===== config.mk =====
export PLATFORM = sky130hd
export DESIGN_NAME = kqt_first
export DESIGN_NICKNAME = d
export VERILOG_FILES = /design/src/rtl/core/kqt_first.sv
export SDC_FILE = /design/constraint.sdc
export NUM_CORES = 1
export LEC_CHECK = 0
export ABC_AREA = 1
export BUFFER_PORTS_ARGS = -buffer_cell sky130_fd_sc_hd__clkbuf_2
export CORE_ASPECT_RATIO = 0.5
export CORE_UTILIZATION = 42
export DETAILED_ROUTE_END_ITERATION = 12
export PLACE_DENSITY = 0.95
export SLEW_MARGIN = 10
export SYNTH_ARGS = -nofsm -noshare
export SYNTH_HDL_FRONTEND = slang
export SYNTH_SLANG_ARGS = --single-unit

===== constraint.sdc =====
create_clock -name vclk -period 1.9
set_clock_uncertainty 0.05 [all_clocks]
set_input_delay 0.285 -clock vclk [all_inputs]
set_output_delay 0.285 -clock vclk [all_outputs]
set_load 0.05 [all_outputs]

===== src/rtl/core/kqt_first.sv =====
// Parallel-prefix OR that marks every slot at or after the first match.
module kqt_first #(
  parameter int DEPTH = 64
) (
  input  logic [DEPTH-1:0] match_i,
  output logic [DEPTH-1:0] incl_o
);

  localparam int LV = (DEPTH > 1) ? $clog2(DEPTH) : 1;

  logic [DEPTH-1:0] pre [LV+1];

  assign pre[0] = match_i;

  for (genvar l = 0; l < LV; l++) begin : g_lvl
    assign pre[l+1] = pre[l] | (pre[l] << (1 << l));
  end

  assign incl_o = pre[LV];

endmodule


==> impl_metrics.tcl, run 1 <==
set metrics [dict create \
    drtIter0Drc 167 \
    max_stage_delay_ns 0.24 \
    clock.fmax_ghz 0.554 \
    core_area_um2 3010 \
    viasPerCell 4.76 \
    drt-total-wl_mm 5.09 \
    cap_violations 0 \
    whs_ns 0.873 \
    syn_avg_cell_area_um2 4.08 \
    ctsHoldBuffers 0 \
    report.final.slew_viol_count 0 \
    grt.overflow.total 0 \
    fin_nets 525 \
    max_slew_margin_pct 80.5 \
    synth_common_cells "138 x nor2_1, 126 x nand2_1, 30 x inv_1" \
    synth_top_cell_by_area "nor2_1" \
    drt_pass1_iterations 5 \
    post_drt_wl_per_cell_um 10.2 \
    p_per_area_nw_per_um2 94.3 \
    nFlopsAndLatches 0 \
    die_y_um 42.0 \
    cp_data_required_time_ns 1.56 \
    syn_area_um2 1340 \
    routabilityCongestion 0.931 \
    start_util_pct 44.6 \
    synth_top_area_share_pct 38.6 \
    grt_max_degree 6 \
    power_uw 198 \
    vias 2374 \
    diodes 0 \
    syn_nets 393 \
    hp-class "input pin to output port" \
    crit_family "simple AND/OR/NAND/NOR gates" \
    chipWidth_um 82.0 \
    peakVddDrop_mv 0.0876 \
    min_period_over_period_pct 95.1 \
    worstMarginPinSlew_ns 0.293 \
    regArea_um2 0 \
    die_area_um2 3440 \
    syn_inst 329 \
    grt_antenna_before_repair 0 \
    status "completed" \
    critPathCaptureType "output port" \
    drive_above_1_share_pct 38.1 \
    final_antenna_net_count 0 \
    ys.warnings.count 0 \
    final.clkbuf_count 0 \
    path_max_fanout 5 \
    grt_pass1_wl_mm 7.98 \
    hold_viol 0 \
    io_pins 128 \
    grt_use_total_pct 28.9 \
    drc 0 \
    yosysMostFrequentCell "nor2_1" \
    cp_num_buf_inv 2 \
    row_count 14 \
    place_hpwl_mm 4.71 \
    min_period_ns 1.81 \
    cp-start-kind "input pin" \
    crit_chain "clkbuf_2 -> nor2_4 -> nand2_4 -> nor2_2 -> nand2_2 -> nor2_2 -> nand2_1 -> clkbuf_2" \
    criticalPathCategory "input pin to output port" \
    cp_slowest_cell "clkbuf_2" \
    setup_viol 0 \
    area_growth_pct 56.7 \
    yosysUniqueCellTypes 13 \
    portBuffers 128 \
    p_leak_uw 0.000945 \
    ys_top_cells_by_area "nor2_1 39%, nand2_1 35%, inv_1 8.4%" \
    yosysSeqAreaShare_pct 0 \
    grt_pass1_vias 1973 \
    arrival_ns 1.47 \
]
-- layout make-up --
cell class / count / area, µm²
Tap cell: 40 / 50.0
Multi-Input combinational cell: 293 / 1260
Timing Repair Buffer: 131 / 663
Inverter: 35 / 131
Fill cell: 320 / 910
-- per-layer routing --
| layer | vias up | share of wire [%] | global-route usage, % |
|---|---|---|---|
| li1 | 1226 | - | - |
| met1 | 1049 | 46 | 41.6 |
| met2 | 97 | 47 | 50.2 |
| met3 | 2 | 6.3 | 0.652 |
| met4 | 0 | 0.22 | 1.75 |
| met5 | - | 0 | 0 |
-- path summary, 6_finish.rpt --
check | slack [ns] | end | startpoint | depth (start not counted)
max | 0.09 | incl_o[36] | match_i[0] | 8
min | 0.87 | incl_o[0] | match_i[0] | 2
-- cell usage in the layout (no fill, tap or decap) --
cell type | synthesis | final
nand2_4 | 2 | 2
buf_4 | 1 | 3
inv_2 | 5 | 6
nor2_2 | 11 | 13
inv_1 | 30 | 29
nand2_2 | 6 | 16
clkbuf_2 | 0 | 125
nand3_1 | 3 | 1
nand3_2 | 0 | 2
buf_2 | 0 | 3
nand2_1 | 126 | 116
nor2_8 | 1 | 1
nor2_4 | 2 | 4
and2_1 | 3 | 3
nor2_1 | 138 | 134
nand3b_1 | 1 | 1
-- kinds of logic (layout without fill, tap and decap cells) --
logic type	after synthesis	after routing	synth area share (%)
and+or+nand+nor	293	293	89.7
buffers and inverters	36	166	10.3
-- where the power goes --
| part | internal (µW) | switching (µW) |
|---|---|---|
| combinational | 79.0 | 119 |
| clock | 0 | 0 |
| sequential | 0 | 0 |
| total | 79.0 | 119 |
-- per-stage QoR --
step | setup slack [ns] | util, % | cells | setup TNS (ns) | instance area (µm²)
floorplan | -0.0538 | - | 329 | -0.250 | 1380
global placement | 0.110 | 69.1 | 499 | 0 | 2080
detailed placement | 0.0516 | 69.1 | 499 | 0 | 2080
CTS | 0.0451 | 69.1 | 499 | 0 | 2080
global route | -0.00579 | 69.8 | 499 | -0.00579 | 2100
finish | 0.0937 | 69.8 | 499 | 0 | 2100
-- timing repair --
action,CTS,global route
resized for setup,0,9
setup endpoints to repair,0,16
buffers inserted,0,0
No activity file was read; power rests on OpenSTA's default activity.
==> run 2, diff against run 1 <==
--- a/constraint.sdc
+++ b/constraint.sdc
@@ -4,2 +4,2 @@
 set_output_delay 0.285 -clock vclk [all_outputs]
-set_load 0.05 [all_outputs]
+set_load 0.005 [all_outputs]
==> impl_metrics.tcl, run 2 (same netlist as run 1, synthesis figures left out) <==
set metrics [dict create \
    min_period_over_period_pct 87.6 \
    crit_family "simple AND/OR/NAND/NOR gates" \
    diodes 0 \
    nFlopsAndLatches 0 \
    setup_viol 0 \
    worstMarginPinSlew_ns 0.304 \
    clock.fmax_ghz 0.601 \
    io_pins 128 \
    place_hpwl_mm 4.56 \
    drtIter0Drc 101 \
    final_antenna_net_count 0 \
    final.clkbuf_count 0 \
    hold_viol 0 \
    arrival_ns 1.33 \
    drt_pass1_iterations 4 \
    max_slew_margin_pct 79.7 \
    wl_met3_um 378 \
    cp_slowest_cell "nor2_2" \
    core_area_um2 3010 \
    placed_cells 496 \
    regArea_um2 0 \
    drt-total-wl_mm 4.92 \
    start_util_pct 44.6 \
    post_cts_resized 0 \
    cp_num_buf_inv 2 \
    die_y_um 42.0 \
    grt_max_degree 6 \
    crit_top_cell "nor2_2" \
    grt_pass1_vias 1847 \
    routabilityCongestion 0.987 \
    grt_use_total_pct 27.9 \
    grt_pass1_wl_mm 7.63 \
    p_leak_uw 0.000923 \
    final_cells 496 \
    post-cts-setup-buffer-count 0 \
    wl_met2_mm 2.25 \
    chipWidth_um 82.0 \
    hold_start "match_i[0]" \
    critPathCaptureType "output port" \
    fin_tns_setup_ns 0 \
    wl_met1_mm 2.29 \
    row_count 14 \
    drive_above_1_share_pct 34.0 \
    ctsHoldBuffers 0 \
    max_stage_delay_ns 0.22 \
    min_period_ns 1.66 \
    cp_data_required_time_ns 1.56 \
    vias 2272 \
    crit_chain "clkbuf_2 -> nor2_2 -> nand2_4 -> nor2_2 -> nand2_1 -> nor2_2 -> nand2_1 -> clkbuf_2" \
    grt.overflow.total 0 \
    path_max_fanout 4 \
    report.final.slew_viol_count 0 \
    post_drt_wl_per_cell_um 9.92 \
    fin_nets 522 \
    final_cell_mix "138 x nor2_1, 128 x clkbuf_2, 126 x nand2_1" \
    drc 0 \
    crit_path_start "match_i[2]" \
    status "completed" \
    layout_commonest_cell "nor2_1" \
    cap_violations 0 \
    peakVddDrop_mv 0.0763 \
    highest_layer "met4" \
    criticalPathCategory "input pin to output port" \
    cp-start-kind "input pin" \
    p_per_area_nw_per_um2 88.1 \
    area_growth_pct 50.9 \
    portBuffers 128 \
    grt_antenna_before_repair 0 \
    hp-class "input pin to output port" \
    viasPerCell 4.58 \
    die_area_um2 3440 \
    rsz0062_at_grt "no" \
]
run 2: cell count changes in the layout (fill, tap and decap cells not counted), moves of 3 or more:
cell	before	now
buf_4	3	0
nand2_1	116	126
clkbuf_2	125	128
buf_2	3	0
nor2_1	134	138
nand2_2	16	6
run 2: through the flow:
| stage | hold slack, ns | util, % | setup slack [ns] | cell area [µm²] | total power [µW] |
|---|---|---|---|---|---|
| 6_report | 0.736 | 67.2 | 0.236 | 2030 | 178 |
| 5_1_grt | 0.758 | 67.2 | 0.0464 | 2030 | 203 |
| 4_1_cts | 0.739 | 67.2 | 0.233 | 2030 | 179 |
| 3_5_place_dp | 0.737 | 67.2 | 0.240 | 2030 | 178 |
| 3_3_place_gp | 0.736 | 67.2 | 0.266 | 2030 | 176 |
| 2_1_floorplan | 0.601 | - | 0.547 | 1340 | 78.6 |
run 2: worst paths after layout:
check | slack (ns) | end | cells after the start
max | 0.24 | incl_o[61] | 8
min | 0.74 | incl_o[0] | 2
run 2: power breakdown:
part | switching (µW) | leakage, µW | total (µW) | internal (µW)
sequential | 0 | 0 | 0 | 0
clock | 0 | 0 | 0 | 0
combinational | 101 | 0.000923 | 178 | 77.5
run 2: layout make-up:
| class | count | area [µm²] |
|---|---|---|
| fillers | 324 | 987 |
| multi-input cells | 293 | 1200 |
| well taps | 40 | 50.0 |
| inverters | 35 | 131 |
| repair buffers | 128 | 641 |
run 2: metal layers:
layer,GRT usage [%],vias up
met4,1.05,0
met2,46.8,80
met3,1.52,2
li1,-,1219
met5,0,-
met1,41.1,971
