$ cat src/rtl/core/kqt_pkg.sv
// Shared types and codes for the keyed ordered queue table.
package kqt_pkg;

  typedef enum logic [2:0] {
    OP_APPEND     = 3'd0,
    OP_REMOVE_KEY = 3'd1,
    OP_REMOVE_POS = 3'd2,
    OP_QUERY      = 3'd3,
    OP_RENAME     = 3'd4
  } op_e;

  typedef enum logic [1:0] {
    ST_IDLE  = 2'd0,
    ST_MATCH = 2'd1,
    ST_APPLY = 2'd2
  } state_e;

  typedef struct packed {
    logic shift;
    logic load;
    logic rename;
  } cell_ctrl_t;

  typedef struct packed {
    logic in_stall;
    logic capture;
    logic match_en;
    logic apply;
  } seq_ctrl_t;

endpackage

$ cat src/rtl/core/kqt_cell.sv
// One table slot: holds an entry, compares it, and takes its neighbor's entry on a shift.
module kqt_cell #(
  parameter int KEY_W = 64
) (
  input  logic               clk_i,
  input  kqt_pkg::cell_ctrl_t ctrl_i,
  input  logic [7:0]         nb_grp_i,
  input  logic [KEY_W-1:0]   nb_key_i,
  input  logic [31:0]        nb_amt_i,
  input  logic [7:0]         wr_grp_i,
  input  logic [KEY_W-1:0]   wr_key_i,
  input  logic [31:0]        wr_amt_i,
  input  logic [7:0]         cmp_grp_i,
  input  logic [KEY_W-1:0]   cmp_key_i,
  output logic [7:0]         grp_o,
  output logic [KEY_W-1:0]   key_o,
  output logic [31:0]        amt_o,
  output logic               match_o
);

  logic [7:0]       grp_q, grp_d;
  logic [KEY_W-1:0] key_q, key_d;
  logic [31:0]      amt_q, amt_d;

  always_comb begin
    grp_d = grp_q;
    key_d = key_q;
    amt_d = amt_q;
    if (ctrl_i.shift) begin
      grp_d = nb_grp_i;
      key_d = nb_key_i;
      amt_d = nb_amt_i;
    end else if (ctrl_i.load) begin
      grp_d = wr_grp_i;
      key_d = wr_key_i;
      amt_d = wr_amt_i;
    end else if (ctrl_i.rename) begin
      grp_d = wr_grp_i;
      key_d = wr_key_i;
    end
  end

  always_ff @(posedge clk_i) begin
    grp_q <= grp_d;
    key_q <= key_d;
    amt_q <= amt_d;
  end

  assign match_o = (grp_q == cmp_grp_i) && (key_q == cmp_key_i);
  assign grp_o   = grp_q;
  assign key_o   = key_q;
  assign amt_o   = amt_q;

endmodule

$ cat config.mk
export PLATFORM = sky130hd
export DESIGN_NAME = kqt_cell
export DESIGN_NICKNAME = d
export VERILOG_FILES = /design/src/rtl/core/kqt_pkg.sv /design/src/rtl/core/kqt_cell.sv
export SDC_FILE = /design/constraint.sdc
export NUM_CORES = 1
export LEC_CHECK = 0
export BUFFER_PORTS_ARGS = -buffer_cell sky130_fd_sc_hd__clkbuf_2
export CORE_AREA = 2 2 151 153
export DETAILED_ROUTE_END_ITERATION = 6
export DIE_AREA = 0 0 153 155
export GPL_ROUTABILITY_DRIVEN = 1
export PLACE_DENSITY = 0.56
export SYNTH_ARGS = -nofsm -noshare
export SYNTH_HDL_FRONTEND = slang
export SYNTH_SLANG_ARGS = --single-unit
$ cat constraint.sdc
create_clock -name clk_i -period 4.3 [get_ports clk_i]
set_clock_uncertainty 0.2 [all_clocks]
set_input_delay 0 -clock clk_i [delete_from_list [all_inputs] [get_ports clk_i]]
set_output_delay 0 -clock clk_i [all_outputs]
set_load 0.02 [all_outputs]
==> flow_metrics.py, run 1 <==
metrics = {
    "clock_network": {
        "cts_hold_repair.buffers": 200,
        "numClockSinks": 104,
        "root_buffer": "clkbuf_16",
        "postCtsSetupRepairBufs": 0,
        "clock_buffers_created_by_tritoncts": 9,
        "post_cts.resized_instances": 0,
        "clock_tree.htree_level_count": 3,
        "cts_max_path_buffers": 2,
    },
    "yosys": {
        "synth.distinct_cells": 11,
        "postSynthRegisterBits": 104,
        "synth_ff_type": "edfxtp_1",
        "yosys_warnings": 0,
        "synth.largest_area_cell": "edfxtp_1",
        "synth_enable_flop_cells": 104,
        "syn-instance-count": 318,
        "synth_largest_type_area_fraction": 0.606,
        "postSynth.asyncResetShare": 0,
        "synthesis.area_per_instance_um2": 16.2,
        "syn-num-nets": 602,
        "seq_area_frac_synth": 0.606,
        "synth_area_um2": 5150,
        "yosys-top-cells-count": "104 x edfxtp_1, 104 x mux2_2, 56 x xnor2_1",
        "netlist_top_cells_area": "edfxtp_1 61%, mux2_2 23%, xnor2_1 9.5%, xor2_1 2.7%, nand4_1 1.8%",
    },
    "floorplan": {
        "num_rows": 55,
        "starting_density_of_the_core": 0.232,
        "pin_count": 389,
        "die_h_um": 155,
        "die_width_um": 153,
    },
    "placed_design": {
        "detailed_place_hpwl_um": 13400,
        "io_buffers": 388,
        "gp_routability_congestion": 0.752,
    },
    "run_status": {
        "run_status": "aborted with a tool error",
        "toolErrorMsg": "[ERROR RSZ-0060] Max buffer count reached.",
        "outcome.stop_stage": "4_1_cts",
    },
}
## logic make-up after synthesis
group	after synthesis	synth area share
DFF	104	0.606
buffers and inverters	12	0.0117
xor gates and xnor gates	72	0.122
muxes	104	0.227
and+or+nand+nor	26	0.0325
## metrics by stage
stage	util	instance area, µm²	cells	setup WS (ns)
after floorplan	-	5150	318	1.75
after global placement	0.334	7410	981	2.02
after detailed placement	0.334	7410	981	1.95
==> run 2: changes to the inputs <==
--- a/config.mk
+++ b/config.mk
@@ -6,11 +6,11 @@
 export NUM_CORES = 1
 export LEC_CHECK = 0
 export BUFFER_PORTS_ARGS = -buffer_cell sky130_fd_sc_hd__clkbuf_2
-export CORE_AREA = 2 2 151 153
+export CORE_MARGIN = 1.5
+export CORE_UTILIZATION = 20
 export DETAILED_ROUTE_END_ITERATION = 6
-export DIE_AREA = 0 0 153 155
 export GPL_ROUTABILITY_DRIVEN = 1
-export PLACE_DENSITY = 0.56
+export PLACE_DENSITY_LB_ADDON = 0.15
 export SYNTH_ARGS = -nofsm -noshare
 export SYNTH_HDL_FRONTEND = slang
 export SYNTH_SLANG_ARGS = --single-unit
==> run 2 against run 1 <==
Effect of this change:
- the flow now finishes without violations
- area after synthesis did not move
- synthesized cell count did not move
==> flow_metrics.py, run 2 <==
metrics = {
    "yosys": {
        "synth_top_family_by_area": "multiplexers",
        "synth_largest_type_area_fraction": 0.606,
        "synth.largest_area_cell": "edfxtp_1",
        "netlist_top_cells_area": "edfxtp_1 61%, mux2_2 23%, xnor2_1 9.5%, xor2_1 2.7%, nand4_1 1.8%",
        "synthesis.area_per_instance_um2": 16.2,
        "synthSimpleGateAreaFrac": 0.0325,
        "postSynth.asyncResetShare": 0,
        "synth.distinct_cells": 11,
        "syn-instance-count": 318,
        "compound_gate_portion_of_the_synthesized_area": 0,
        "synth_enable_flop_cells": 104,
        "yosys_warnings": 0,
        "synth_ff_type": "edfxtp_1",
        "yosys-mux-area-fraction": 0.227,
        "postSynthRegisterBits": 104,
        "synthXorXnorAreaFrac": 0.122,
        "syn-num-nets": 602,
        "yosys-top-cells-count": "104 x edfxtp_1, 104 x mux2_2, 56 x xnor2_1",
        "seq_area_frac_synth": 0.606,
        "synth_area_um2": 5150,
        "synth_adder_area_share": 0,
    },
    "critical_path": {
        "critPathLaunch": "key_o[29]$_DFFE_PP_",
        "timing.critical_path.fanout_max": 2,
        "arrival_ns": 2.61,
        "crit_path_start_kind": "flip-flop",
        "critPathKind": "flip-flop to output pin",
        "critPathCapture": "match_o",
        "timing.critical_path.to_type": "output pin",
        "critical_path_required_ns": 4.10,
    },
    "final_layout": {
        "final_instance_area_um2": 9880,
        "layout.cells.most_common_list": "387 x clkbuf_2, 208 x dlygate4sd3_1, 104 x mux2_2, 104 x edfxtp_1, 56 x xnor2_1",
        "finish.utilization": 0.391,
        "final_common_cell": "clkbuf_2",
        "max_ffs_per_register": 64,
        "areaGrowthSynthToFinish_pct": 91.8,
        "nets": 1199,
        "final_layout_size_suffix_gt1_frac": 0.557,
        "final_cells": 1252,
    },
    "detailed_routing": {
        "number_of_vias_in_the_routed_layout": 4948,
        "drt_wl_total_um": 19300,
        "routed_length_per_instance_um": 15.4,
        "number_of_remaining_drc_errors": 0,
        "drtAntennaViolNets": 0,
        "initialDrtViolationCount": 110,
        "detailed_routing_iterations_pass_1": 4,
        "post_drt_via_cell_ratio": 3.95,
    },
    "clock_network": {
        "clock_buffers_created_by_tritoncts": 9,
        "postCtsSetupRepairBufs": 0,
        "numClockSinks": 104,
        "clock_tree.htree_level_count": 3,
        "cts_tree": "built",
        "root_buffer": "clkbuf_16",
        "post_cts.resized_instances": 0,
        "cts_max_path_buffers": 2,
        "clk_pin_slew_ns": 0.07,
    },
    "global_routing": {
        "grt_remaining_overflow": 0,
        "grt_pass1_wl_um": 27900,
        "globalRouteTotalUtil": 0.139,
        "grt_start_max_net_pins": 68,
        "antenna_found_initial": 2,
        "first_global_vias": 5427,
    },
    "min_path": {
        "hp-class": "input port to output pin",
    },
    "floorplan": {
        "starting_density_of_the_core": 0.204,
        "coreArea_um2": 25300,
        "die_h_um": 164,
        "pin_count": 389,
        "dieArea_um2": 26700,
        "die_width_um": 164,
        "num_rows": 58,
    },
    "placed_design": {
        "gp_routability_congestion": 0.779,
        "io_buffers": 388,
        "detailed_place.area_um2": 7470,
        "place.detailed.instances": 1026,
        "detailed_place_hpwl_um": 14100,
    },
    "sta": {
        "slew_at_the_pin_with_the_worst_max_slew_slack_ns": 0.970,
        "total_negative_slack_ns": 0,
        "timing.final.crit_share": 0.654,
        "setup_repair_after_global_routing_missed_its_margin": "false",
        "timing_hold_violations_final": 0,
        "final_period_minus_worst_setup_slack_ns": 2.81,
        "max_clock_freq_mhz": 356,
        "slew_headroom": 0.353,
        "fin_hold_ws_ns": 0.240,
        "setup_viol_count_final": 0,
        "final_number_of_max_transition_violations": 0,
    },
    "power": {
        "vdd_ir_drop_max_v": 0.000180,
        "power_per_cell_area_nw_per_um2": 309,
        "p_leak_nw": 4.33,
    },
    "run_status": {
        "run_status": "completed",
    },
    "run": {
        "timing.max_cap.violations": 0,
    },
}
[run 2: cell counts after synthesis]
Identical to the previous run, type by type.
[run 2: cell families after synthesis]
family,after synthesis
mux,104
xor+xnor,72
buf+inv,12
simple gates,26
flops,104
[run 2: how the worst min path moves through the flow]
| stage | startpoint | to | slack (ns) | cells after the start |
|---|---|---|---|---|
| 2_1_floorplan | cmp_key_i[32] | match_o | -0.005 | 3 |
| 3_3_place_gp | wr_amt_i[7] | amt_o[7]$_DFFE_PP_ | 0.1 | 2 |
| 3_5_place_dp | wr_grp_i[0] | grp_o[0]$_DFFE_PP_ | 0.11 | 2 |
| 4_1_cts | cmp_key_i[38] | match_o | 0.24 | 5 |
| 5_1_grt | wr_amt_i[7] | amt_o[7]$_DFFE_PP_ | 0.27 | 3 |
| 6_report | cmp_key_i[38] | match_o | 0.24 | 5 |
[run 2: area by class of cell]
class | instances | area (µm²)
fill | 2451 | 15400
timing repair buffer | 598 | 4040
sequential | 104 | 3120
multi-input combinational | 202 | 1970
tap | 330 | 413
clock buffer | 9 | 225
clock inverter | 7 | 101
antenna | 2 | 5.00
[run 2: timing repair]
item                                    in CTS  in global routing
hold buffers                               208                  0
endpoints found under the hold margin      104                  0
endpoints found under the setup margin       0                  0
[run 2: through the flow]
step	total power, mW	setup slack [ns]
after floorplan	1.66	1.75
after global placement	1.96	2.00
after detailed placement	1.96	1.82
after CTS	3.10	1.42
after global routing	3.19	1.36
final	3.05	1.49
[run 2: worst max-delay path: stages (launching register included)]
cell      delay, ns
edfxtp_1       0.41
xnor2_1        0.22
nand4_1        0.17
nor4_1         0.63
nand3_1        0.27
nor4_2         0.35
clkbuf_2       0.22
[run 2: where the power goes]
part | switching, mW | leakage (nW) | internal (mW)
combinational | 0.357 | 3.10 | 0.446
sequential | 0.0672 | 1.07 | 1.24
clock | 0.415 | 0.160 | 0.519
[run 2: per-layer routing]
layer  up-vias  GRT usage  wire (µm)
met5         -          0          0
met4         0     0.0529        267
met3        16     0.0416       1700
met2       249      0.267      10200
met1      2282      0.139       7120
li1       2401          -          -
Note: power is estimated with default switching activity, not from simulation.
==> run 3: changes to the inputs <==
==> constraint.sdc (replaced) <==
create_clock -name clk_i -period 2.7 [get_ports clk_i]
set_clock_uncertainty 0.2 [all_clocks]
set_input_delay 0 -clock clk_i [delete_from_list [all_inputs] [get_ports clk_i]]
set_output_delay 0 -clock clk_i [all_outputs]
set_load 0.02 [all_outputs]
==> run 3 against run 2 <==
Effect of this change:
- flip-flop and latch count unchanged
- largest cell class unchanged
- global-route usage up 0.071 points
- final area up 0.15%
- highest routed layer is now met5
- routed wire length down 0.33%
- worst setup slack worse by 1.3 ns
- total power up 57%
==> flow_metrics.py, run 3 (synthesized netlist as in run 2, its figures left out) <==
metrics = {
    "sta": {
        "slew_at_the_pin_with_the_worst_max_slew_slack_ns": 1.04,
        "setup_viol_count_final": 0,
        "final_number_of_max_transition_violations": 0,
        "fin_hold_ws_ns": 0.277,
        "postLayoutSetupSlackWorst_ns": 0.223,
        "total_negative_slack_ns": 0,
        "slew_headroom": 0.307,
        "timing.final.crit_share": 0.917,
        "timing_hold_violations_final": 0,
        "setup_repair_after_global_routing_missed_its_margin": "false",
        "final_period_minus_worst_setup_slack_ns": 2.48,
        "max_clock_freq_mhz": 404,
    },
    "detailed_routing": {
        "number_of_remaining_drc_errors": 0,
        "drt_wl_total_um": 19200,
        "detailed_routing_iterations_pass_1": 5,
        "routed_length_per_instance_um": 15.3,
        "initialDrtViolationCount": 102,
        "number_of_vias_in_the_routed_layout": 5018,
        "drtAntennaViolNets": 0,
        "post_drt_via_cell_ratio": 4.01,
    },
    "floorplan": {
        "die_width_um": 164,
        "starting_density_of_the_core": 0.204,
        "pin_count": 389,
        "num_rows": 58,
        "dieArea_um2": 26700,
        "die_h_um": 164,
        "coreArea_um2": 25300,
    },
    "global_routing": {
        "grt_pass1_wl_um": 28100,
        "grt_remaining_overflow": 0,
        "globalRouteTotalUtil": 0.140,
        "antenna_found_initial": 2,
        "first_global_vias": 5517,
        "grt_start_max_net_pins": 73,
    },
    "final_layout": {
        "max_ffs_per_register": 64,
        "nFillCells": 2478,
        "final_layout_size_suffix_gt1_frac": 0.560,
        "layout.cells.most_common_list": "387 x clkbuf_2, 208 x dlygate4sd3_1, 104 x mux2_2, 104 x edfxtp_1, 55 x xnor2_1",
        "final_common_cell": "clkbuf_2",
        "seqCellArea_um2": 3120,
        "areaGrowthSynthToFinish_pct": 92.1,
        "final_instance_area_um2": 9900,
        "nets": 1200,
        "finish.utilization": 0.392,
        "multi_input_comb_area_um2": 1990,
    },
    "placed_design": {
        "detailed_place.area_um2": 7490,
        "detailed_place_hpwl_um": 14300,
        "dp_slack_ns": 0.217,
        "gp_routability_congestion": 0.819,
        "io_buffers": 388,
    },
    "clock_network": {
        "numClockSinks": 104,
        "cts_tree": "built",
        "root_buffer": "clkbuf_16",
        "postCtsSetupRepairBufs": 0,
        "clock_tree.htree_level_count": 3,
        "clk_pin_slew_ns": 0.07,
        "clock_buffers_created_by_tritoncts": 9,
        "cts_max_path_buffers": 2,
    },
    "power": {
        "power.sequential.fraction": 0.438,
        "vdd_ir_drop_max_v": 0.000273,
        "p_leak_nw": 4.33,
        "power_per_cell_area_nw_per_um2": 482,
        "switching_power_mw": 1.34,
        "netSwitchingFraction": 0.281,
        "part_of_the_power_in_combinational_logic": 0.271,
        "p_int_mw": 3.43,
        "clockPowerShare": 0.292,
    },
    "critical_path": {
        "critPathKind": "flip-flop to output pin",
        "critPathMaxStageDelay_ns": 0.43,
        "crit_chain": "xnor2_2 -> nand4_1 -> nor4_2 -> buf_4 -> nand3_1 -> nor4_2 -> clkbuf_2",
        "crit_path_frequent_cell": "nor4_2",
        "crit_path_start_kind": "flip-flop",
        "arrival_ns": 2.28,
        "critical_path_required_ns": 2.50,
        "timing.critical_path.fanout_max": 2,
        "cp_slowest_cell": "edfxtp_1",
        "timing.critical_path.to_type": "output pin",
    },
    "min_path": {
        "hp-class": "input port to output pin",
    },
    "run_status": {
        "run_status": "completed",
    },
    "run": {
        "timing.max_cap.violations": 0,
    },
}
[run 3: cell count changes in the layout (fill, tap and decap cells not counted), sizes merged]
| cell | change |
|---|---|
| clkinv | -1 |
| buf | +1 |
| diode | -1 |
| bufinv | -1 |
| clkbuf | +1 |
| clkinvlp | +1 |
[run 3: layout make-up]
class,count,share of cell area
well taps,330,0.0417
diodes,1,0.000253
repair buffers,599,0.410
flip-flops and latches,104,0.316
clock inverters,6,0.00758
multi-input cells,202,0.201
clock buffers,10,0.0231
[run 3: metal layers]
metal  global-route usage  share of wire  vias to the layer above
met5                    0        0.00068                        -
met2                0.271           0.53                      258
met1                0.136           0.35                     2323
li1                     -              -                     2408
met4               0.0500          0.019                        2
met3               0.0460          0.091                       27
[run 3: critical path: cells and delay by family (launching register included)]
kind,cells,cell delay [ns]
AND/OR/NAND/NOR,4,0.85
buffers and inverters,2,0.38
flip-flops,1,0.43
XOR/XNOR,1,0.26
[run 3: power groups by stage]
stage / registers [mW] / clock network, mW / logic [mW]
2_1_floorplan: 2.33 / 0 / 0.314
3_3_place_gp: 2.12 / 0 / 1.01
3_5_place_dp: 2.13 / 0 / 1.01
4_1_cts: 2.09 / 1.45 / 1.30
5_1_grt: 2.11 / 1.51 / 1.39
6_report: 2.09 / 1.39 / 1.29
[run 3: per-stage QoR]
step,total power [mW],instances
floorplan,2.65,318
global placement,3.13,1027
detailed placement,3.13,1027
CTS,4.84,1251
global route,5.01,1252
finish,4.77,1252
[run 3: path summary, 6_finish.rpt]
path / startpoint / end / slack, ns / cells past startpoint
setup / recovery: key_o[29]$_DFFE_PP_ / match_o / 0.22 / 7
hold / removal: cmp_key_i[38] / match_o / 0.28 / 5
[run 3: what timing repair did]
action / in CTS / in global routing
gates resized for setup: 2 / 1
setup endpoints to repair: 1 / 1
hold endpoints to repair: 104 / 0
pin swaps: 3 / 0
hold buffers: 208 / 0
==> run 4: changes to the inputs <==
--- a/config.mk
+++ b/config.mk
@@ -6,9 +6,9 @@
 export NUM_CORES = 1
 export LEC_CHECK = 0
 export BUFFER_PORTS_ARGS = -buffer_cell sky130_fd_sc_hd__clkbuf_2
-export CORE_MARGIN = 1.5
-export CORE_UTILIZATION = 20
+export CORE_AREA = 2 2 151 153
 export DETAILED_ROUTE_END_ITERATION = 6
+export DIE_AREA = 0 0 153 155
 export GPL_ROUTABILITY_DRIVEN = 1
 export PLACE_DENSITY_LB_ADDON = 0.15
 export SYNTH_ARGS = -nofsm -noshare
==> run 4 against run 3 <==
Effect of this change:
- synthesized cell count stayed put
- area after synthesis stayed put
- the run now fails in 4_1_cts
==> flow_metrics.py, run 4 <==
metrics = {
    "yosys": {
        "synth_adder_area_share": 0,
        "synth_area_um2": 5150,
        "yosys-mux-area-fraction": 0.227,
        "synth_ff_type": "edfxtp_1",
        "synthXorXnorAreaFrac": 0.122,
        "postSynthRegisterBits": 104,
        "syn-num-nets": 602,
        "postSynth.asyncResetShare": 0,
        "synth_largest_type_area_fraction": 0.606,
        "yosys-top-cells-count": "104 x edfxtp_1, 104 x mux2_2, 56 x xnor2_1",
        "synth_top_family_by_area": "multiplexers",
        "synthesis.area_per_instance_um2": 16.2,
        "syn-instance-count": 318,
        "synth.distinct_cells": 11,
        "synth.largest_area_cell": "edfxtp_1",
        "synth_enable_flop_cells": 104,
        "compound_gate_portion_of_the_synthesized_area": 0,
        "netlist_top_cells_area": "edfxtp_1 61%, mux2_2 23%, xnor2_1 9.5%, xor2_1 2.7%, nand4_1 1.8%",
        "yosys_warnings": 0,
        "seq_area_frac_synth": 0.606,
        "synthSimpleGateAreaFrac": 0.0325,
    },
    "run_status": {
        "outcome.stop_stage": "4_1_cts",
        "run_status": "aborted with a tool error",
        "toolErrorMsg": "[ERROR RSZ-0060] Max buffer count reached.",
    },
    "clock_network": {
        "clock_buffers_created_by_tritoncts": 9,
        "root_buffer": "clkbuf_16",
        "clock_tree.htree_level_count": 3,
        "post_cts.resized_instances": 0,
        "cts_max_path_buffers": 2,
        "numClockSinks": 104,
        "postCtsSetupRepairBufs": 0,
        "cts_hold_repair.buffers": 200,
    },
    "placed_design": {
        "dp_slack_ns": 0.467,
        "detailed_place_hpwl_um": 14200,
        "io_buffers": 388,
        "gp_routability_congestion": 0.831,
        "detailed_place.area_um2": 7430,
        "place.detailed.instances": 981,
    },
    "floorplan": {
        "num_rows": 55,
        "starting_density_of_the_core": 0.232,
        "pin_count": 389,
        "die_h_um": 155,
        "die_width_um": 153,
    },
}
==> run 4: cell counts after synthesis <==
No cell type changed its count.
==> run 4: logic make-up after synthesis <==
family / after synthesis
xor gates and xnor gates: 72
buffers and inverters: 12
DFF: 104
muxes: 104
and+or+nand+nor: 26
==> run 4: metrics by stage <==
stage / util / hold slack [ns]
floorplan: - / -0.00523
global placement: 0.334 / 0.102
detailed placement: 0.334 / 0.106
